[config.mk]
export PLATFORM = sky130hd
export DESIGN_NAME = pbp_ctrl
export DESIGN_NICKNAME = d
export VERILOG_FILES = /design/src/rtl/pbp_pkg.sv /design/src/rtl/pbp_ctrl.sv
export SDC_FILE = /design/constraint.sdc
export NUM_CORES = 1
export LEC_CHECK = 0
export BUFFER_PORTS_ARGS = -buffer_cell sky130_fd_sc_hd__buf_2
export CORE_AREA = 4 4 41 43
export CTS_CLUSTER_DIAMETER = 40
export CTS_CLUSTER_SIZE = 16
export DETAILED_ROUTE_END_ITERATION = 6
export DIE_AREA = 0 0 45 47
export PLACE_DENSITY = 0.36
export SYNTH_ARGS = -nofsm -noshare
export SYNTH_HDL_FRONTEND = slang
export SYNTH_SLANG_ARGS = --single-unit
[constraint.sdc]
create_clock -name aclk -period 1.3 [get_ports aclk]
set_clock_uncertainty 0.15 [all_clocks]
set_input_delay 0.325 -clock aclk [delete_from_list [all_inputs] [get_ports aclk]]
set_output_delay 0.325 -clock aclk [all_outputs]
set_load 0.02 [all_outputs]
[src/rtl/pbp_pkg.sv]
// Shared types and constants for the perceptron branch predictor.
package pbp_pkg;

    localparam int ADDR_W     = 10;
    localparam int THR_W      = 8;
    localparam int SUM_OUT_W  = 12;
    localparam int S_TDATA_W  = 16;
    localparam int M_TDATA_W  = 16;

    localparam logic [THR_W-1:0] THR_RESET = 8'd37;

    localparam int SUM_OUT_MAX = 2047;
    localparam int SUM_OUT_MIN = -2048;

    localparam logic FUNC_PREDICT = 1'b0;
    localparam logic FUNC_UPDATE  = 1'b1;

    typedef enum logic [2:0] {
        ST_CLEAR,
        ST_IDLE,
        ST_READ,
        ST_SUM,
        ST_DONE
    } pbp_state_t;

    typedef struct packed {
        logic clear;
        logic load_item;
        logic finish;
    } pbp_cmd_t;

    typedef struct packed {
        logic clr_last;
        logic out_free;
    } pbp_status_t;

endpackage

[src/rtl/pbp_ctrl.sv]
// Sequencing state machine for the perceptron branch predictor.
module pbp_ctrl (
    input  logic                 aclk,
    input  logic                 aresetn,
    input  logic                 s_tvalid,
    output logic                 s_tready,
    input  pbp_pkg::pbp_status_t status,
    output pbp_pkg::pbp_cmd_t    cmd
);

    pbp_pkg::pbp_state_t state_reg, state_next;

    always_ff @(posedge aclk) begin
        if (!aresetn) begin
            state_reg <= pbp_pkg::ST_CLEAR;
        end else begin
            state_reg <= state_next;
        end
    end

    always_comb begin
        state_next    = state_reg;
        s_tready      = 1'b0;
        cmd.clear     = 1'b0;
        cmd.load_item = 1'b0;
        cmd.finish    = 1'b0;
        case (state_reg)
            pbp_pkg::ST_CLEAR: begin
                cmd.clear = 1'b1;
                if (status.clr_last) begin
                    state_next = pbp_pkg::ST_IDLE;
                end
            end
            pbp_pkg::ST_IDLE: begin
                s_tready      = 1'b1;
                cmd.load_item = s_tvalid;
                if (s_tvalid) begin
                    state_next = pbp_pkg::ST_READ;
                end
            end
            pbp_pkg::ST_READ: begin
                state_next = pbp_pkg::ST_SUM;
            end
            pbp_pkg::ST_SUM: begin
                state_next = pbp_pkg::ST_DONE;
            end
            pbp_pkg::ST_DONE: begin
                // Hold here until the result register can take the new result.
                if (status.out_free) begin
                    cmd.finish = 1'b1;
                    state_next = pbp_pkg::ST_IDLE;
                end
            end
            default: begin
                state_next = pbp_pkg::ST_CLEAR;
            end
        endcase
    end

endmodule

* After elaboration in Yosys (flattened, before gate mapping) *
Cells that the tools add are included.
W data, S select, Z words.

storage, ports and cells
  bits in latches = 0
  register bits = 3
  memory bits (writable) = 0
  memories = 0
  output and inout bits = 4
  memory bits (read-only) = 0

cells by class
  bitwise logic cells = 0
  $lt $le $gt $ge = 0
  $add $sub $neg = 0
  div/mod/pow operators = 0
  shift-type cells = 0
  eq/ne operators = 7
  multiplexer cells = 9
  reduce and logical (&&, ||, !) cells = 2
  $mul = 0

operator list
  kind                  count
  $pmux W3 S5           1
  $mux W3               3
  $eq A3 B2 Y1 const B  2
  $ne A2 B2 Y1 const B  3
  $mux W1               5
  $eq A3 B1 Y1 const B  1
  $eq A3 B3 Y1 const B  1
  $logic_not A3 Y1      1
  $reduce_and A3 Y1     1

* Depth between registers and ports, before layout *
  depth after elaboration = 3
  gate-level depth with buffers = 4

* Least setup slack after synthesis *
Ideal clock, no wire load.

  path type = flip-flop to output port
  start = register state_reg[0]
  end = output port cmd[2] in the netlist's numbering
  cell stages (with the launch flop) = 3
  arrival = 0.931 ns
  slack = -0.106 ns
  cells stage by stage = dfxtp_1 -> buf_6 -> nor3_1

RTL lines
  element                   RTL line        source
  start: declaration        pbp_ctrl.sv:11  pbp_pkg::pbp_state_t state_reg, state_next;
  start signal: assignment  pbp_ctrl.sv:15  state_reg <= pbp_pkg::ST_CLEAR;
  start signal: assignment  pbp_ctrl.sv:17  state_reg <= state_next;
  end: declaration          pbp_ctrl.sv:8   output pbp_pkg::pbp_cmd_t cmd

==> flow_metrics.env <==
export IMPL_synth_top_cell_area_share_pct=29.81
export IMPL_syn_nets=28
export IMPL_ant_nets=0
export IMPL_setup_violations=5
export IMPL_hold_end="state_reg[2]$_SDFFE_PN0P_"
export IMPL_worstSetupStartpoint="state_reg[0]$_SDFFE_PN0P_"
export IMPL_grt_setup_unrepaired="true"
export IMPL_fin_crit_ps=1483
export IMPL_placed_cells=51
export IMPL_wirelength_um=581
export IMPL_drv_slew=0
export IMPL_place_congestion=0.7305
export IMPL_ys_seq_area_share_pct=29.81
export IMPL_synth_top_family_by_area="simple AND/OR/NAND/NOR gates"
export IMPL_synth_mux_area_share_pct=9.938
export IMPL_syn_area_sq_um=201.4
export IMPL_ctsHoldBuffers=0
export IMPL_final_area_sq_um=384.1
export IMPL_numCtsBuffers=3
export IMPL_row_count=13
export IMPL_slew_limit_headroom_pct=83.31
export IMPL_area_growth_pct=90.68
export IMPL_r2r_setup_slack_ps=-30
export IMPL_r2r_end="state_reg[2]$_SDFFE_PN0P_"
export IMPL_crit_required_ps=820
export IMPL_maxCapViolations=0
export IMPL_synth_ff_type="dfxtp_1"
export IMPL_n_antenna_cell=0
export IMPL_start_util_pct=15.48
export IMPL_fin_nets=48
export IMPL_grt_max_degree=9
export IMPL_stdcell_count=57
export IMPL_cts_tree="built"
export IMPL_htree_num_levels=1
export IMPL_cts_sinks=3
export IMPL_ys_ff_latch=3
export IMPL_ys_types=18
export IMPL_antenna_found_initial=0
export IMPL_synth_fa_ha_area_share_pct=0
export IMPL_status="complete, but fails checks"
export IMPL_power_leakage_uw=0.0001805
export IMPL_hp_start="aresetn"
export IMPL_crit_fanout=6
export IMPL_yosys_top_cells_area="dfxtp_1 (30%), mux2i_1 (9.9%), nor3b_1 (7.5%)"
export IMPL_via_per_inst=4.456
export IMPL_yosysMostFrequentCell="dfxtp_1"
export IMPL_hp_class="primary input to flip-flop"
export IMPL_synth_edf_count=0
export IMPL_min_path_cells=2
export IMPL_synth_compound_area_share_pct=14.29
export IMPL_grt_pass1_vias=257
export IMPL_grt_ovfl_total=0
export IMPL_finalSetupTns_ps=-642.4
export IMPL_portBuffers=8
export IMPL_drc=0
export IMPL_synth_top_cell_by_area="dfxtp_1"
export IMPL_cts_path_max_buffers=2
export IMPL_grt_first_pass_wirelength_um=1007
export IMPL_yosys_area_share_xor_xnor_pct=0
export IMPL_p_per_area_nw_per_um2=1284
export IMPL_postLayoutSetupSlackWorst_ps=-182.9
export IMPL_dpl_hpwl_um=447.3
export IMPL_p_total_uw=493.3
export IMPL_core_area_sq_um=1301
export IMPL_via_count=254
export IMPL_ios=9
export IMPL_fmax_ghz=0.6743
export IMPL_failed_checks="negative setup slack"
export IMPL_worstSetupPathType="flip-flop to output pin"
export IMPL_crit_path_start_kind="flip-flop"
export IMPL_r2r_start="state_reg[0]$_SDFFE_PN0P_"
export IMPL_post_route_period_util_pct=114.1
export IMPL_endpoint_kind="output pin"
export IMPL_hold_viol=0
export IMPL_dieArea_sq_um=2115
export IMPL_reg2reg_depth=4
export IMPL_die_height_um=47
export IMPL_avgRoutedWirePerCell_um=10.19
export IMPL_drt_iter0_markers=6
export IMPL_largest_reg_flops=3
export IMPL_clk_root_buffer_cell="clkbuf_4"
export IMPL_cts_clk_slew_worst_paths_ps=40
export IMPL_fp_dieW_um=45
export IMPL_synthCells=23
export IMPL_clk_latency_ps=230
export IMPL_track_usage_pct=6.867
export IMPL_placement_cell_area_sq_um=299.0
export IMPL_worstPathArrival_ps=1010
export IMPL_synthTopCellsByCount="dfxtp_1 (3), mux2i_1 (2), nor2_1 (2), nor3b_1 (2)"
export IMPL_ys_warn_count=0
export IMPL_synth_simple_area_share_pct=38.51
export IMPL_drive_gt1_share_pct=61.90
export IMPL_worst_pin_slew_ps=246.9
export IMPL_firstDrtPassIters=3
export IMPL_syn_area_per_cell_sq_um=8.758
export IMPL_ir_drop_mv=0.4326
export IMPL_async_flop_share_pct=0
[routing by layer]
metal	track usage, %	share of wire, %
met1	7.029	43
met2	10.17	47
met3	5.364	11
met4	3.509	0
met5	0	0
[kinds of logic (layout without fill, tap and decap cells)]
family	after synthesis	in the layout
simple gates	12	12
compound gates	4	4
mux	2	2
buf+inv	2	21
flops	3	3
[repair_timing]
action,in CTS,in global routing
endpoints found under the setup margin,4,5
buffers inserted,1,1
resized for setup,9,6
pin swaps,1,1
[through the flow]
stage / utilization [%] / worst slack [ps] / hold slack [ps]
4_1_cts: 27.12 / -182.8 / 196.0
5_1_grt: 29.52 / -239.5 / 214.4
3_5_place_dp: 22.98 / 17.16 / 447.7
6_report: 29.52 / -182.9 / 203.5
2_1_floorplan: - / 21.65 / 306.2
3_3_place_gp: 22.98 / 14.38 / 449.8
[power breakdown]
group          internal (uW)  switching [uW]  leakage, uW
Sequential               107            17.1    0.0000261
Clock                    115            47.0    0.0000150
Combinational            119            87.8     0.000139
Total                    341             152     0.000181
[worst max path at each step]
stage                        end  slack, ps  cells after the start
final                     cmd[0]       -180                      2
after global routing      cmd[0]       -240                      2
after CTS                 cmd[0]       -180                      2
after detailed placement  cmd[1]         20                      3
after global placement    cmd[1]         10                      3
after floorplan           cmd[1]         20                      2
[final cells by class]
type | instances | area, sq um
sequential | 3 | 66.31
multi-input combinational | 18 | 147.6
timing repair buffer | 16 | 121.4
fill | 146 | 917.1
clock buffer | 4 | 26.28
tap | 15 | 18.77
inverter | 1 | 3.754
[critical path, stage by stage (launching register included)]
cell and delay [ps]:
dfxtp_4 350, and4bb_1 300, buf_6 130
[cells in the final DEF, fill, tap and decap left out]
cell type / instances
a31oi_1: 1
nor2b_1: 1
buf_4: 9
nor3b_1: 2
nor4_2: 1
nor2_1: 1
and3_1: 1
mux2i_1: 2
dfxtp_4: 1
nand2_1: 1
o21ai_0: 1
clkbuf_4: 3
and4bb_1: 1
dfxtp_2: 2
and2_4: 1
nor4b_1: 1
o311a_1: 1
a21boi_1: 1
clkbuf_1: 1
nor2_4: 1
nor3_2: 1
inv_1: 1
buf_2: 4
buf_6: 3
No activity file was read; power rests on OpenSTA's default activity.
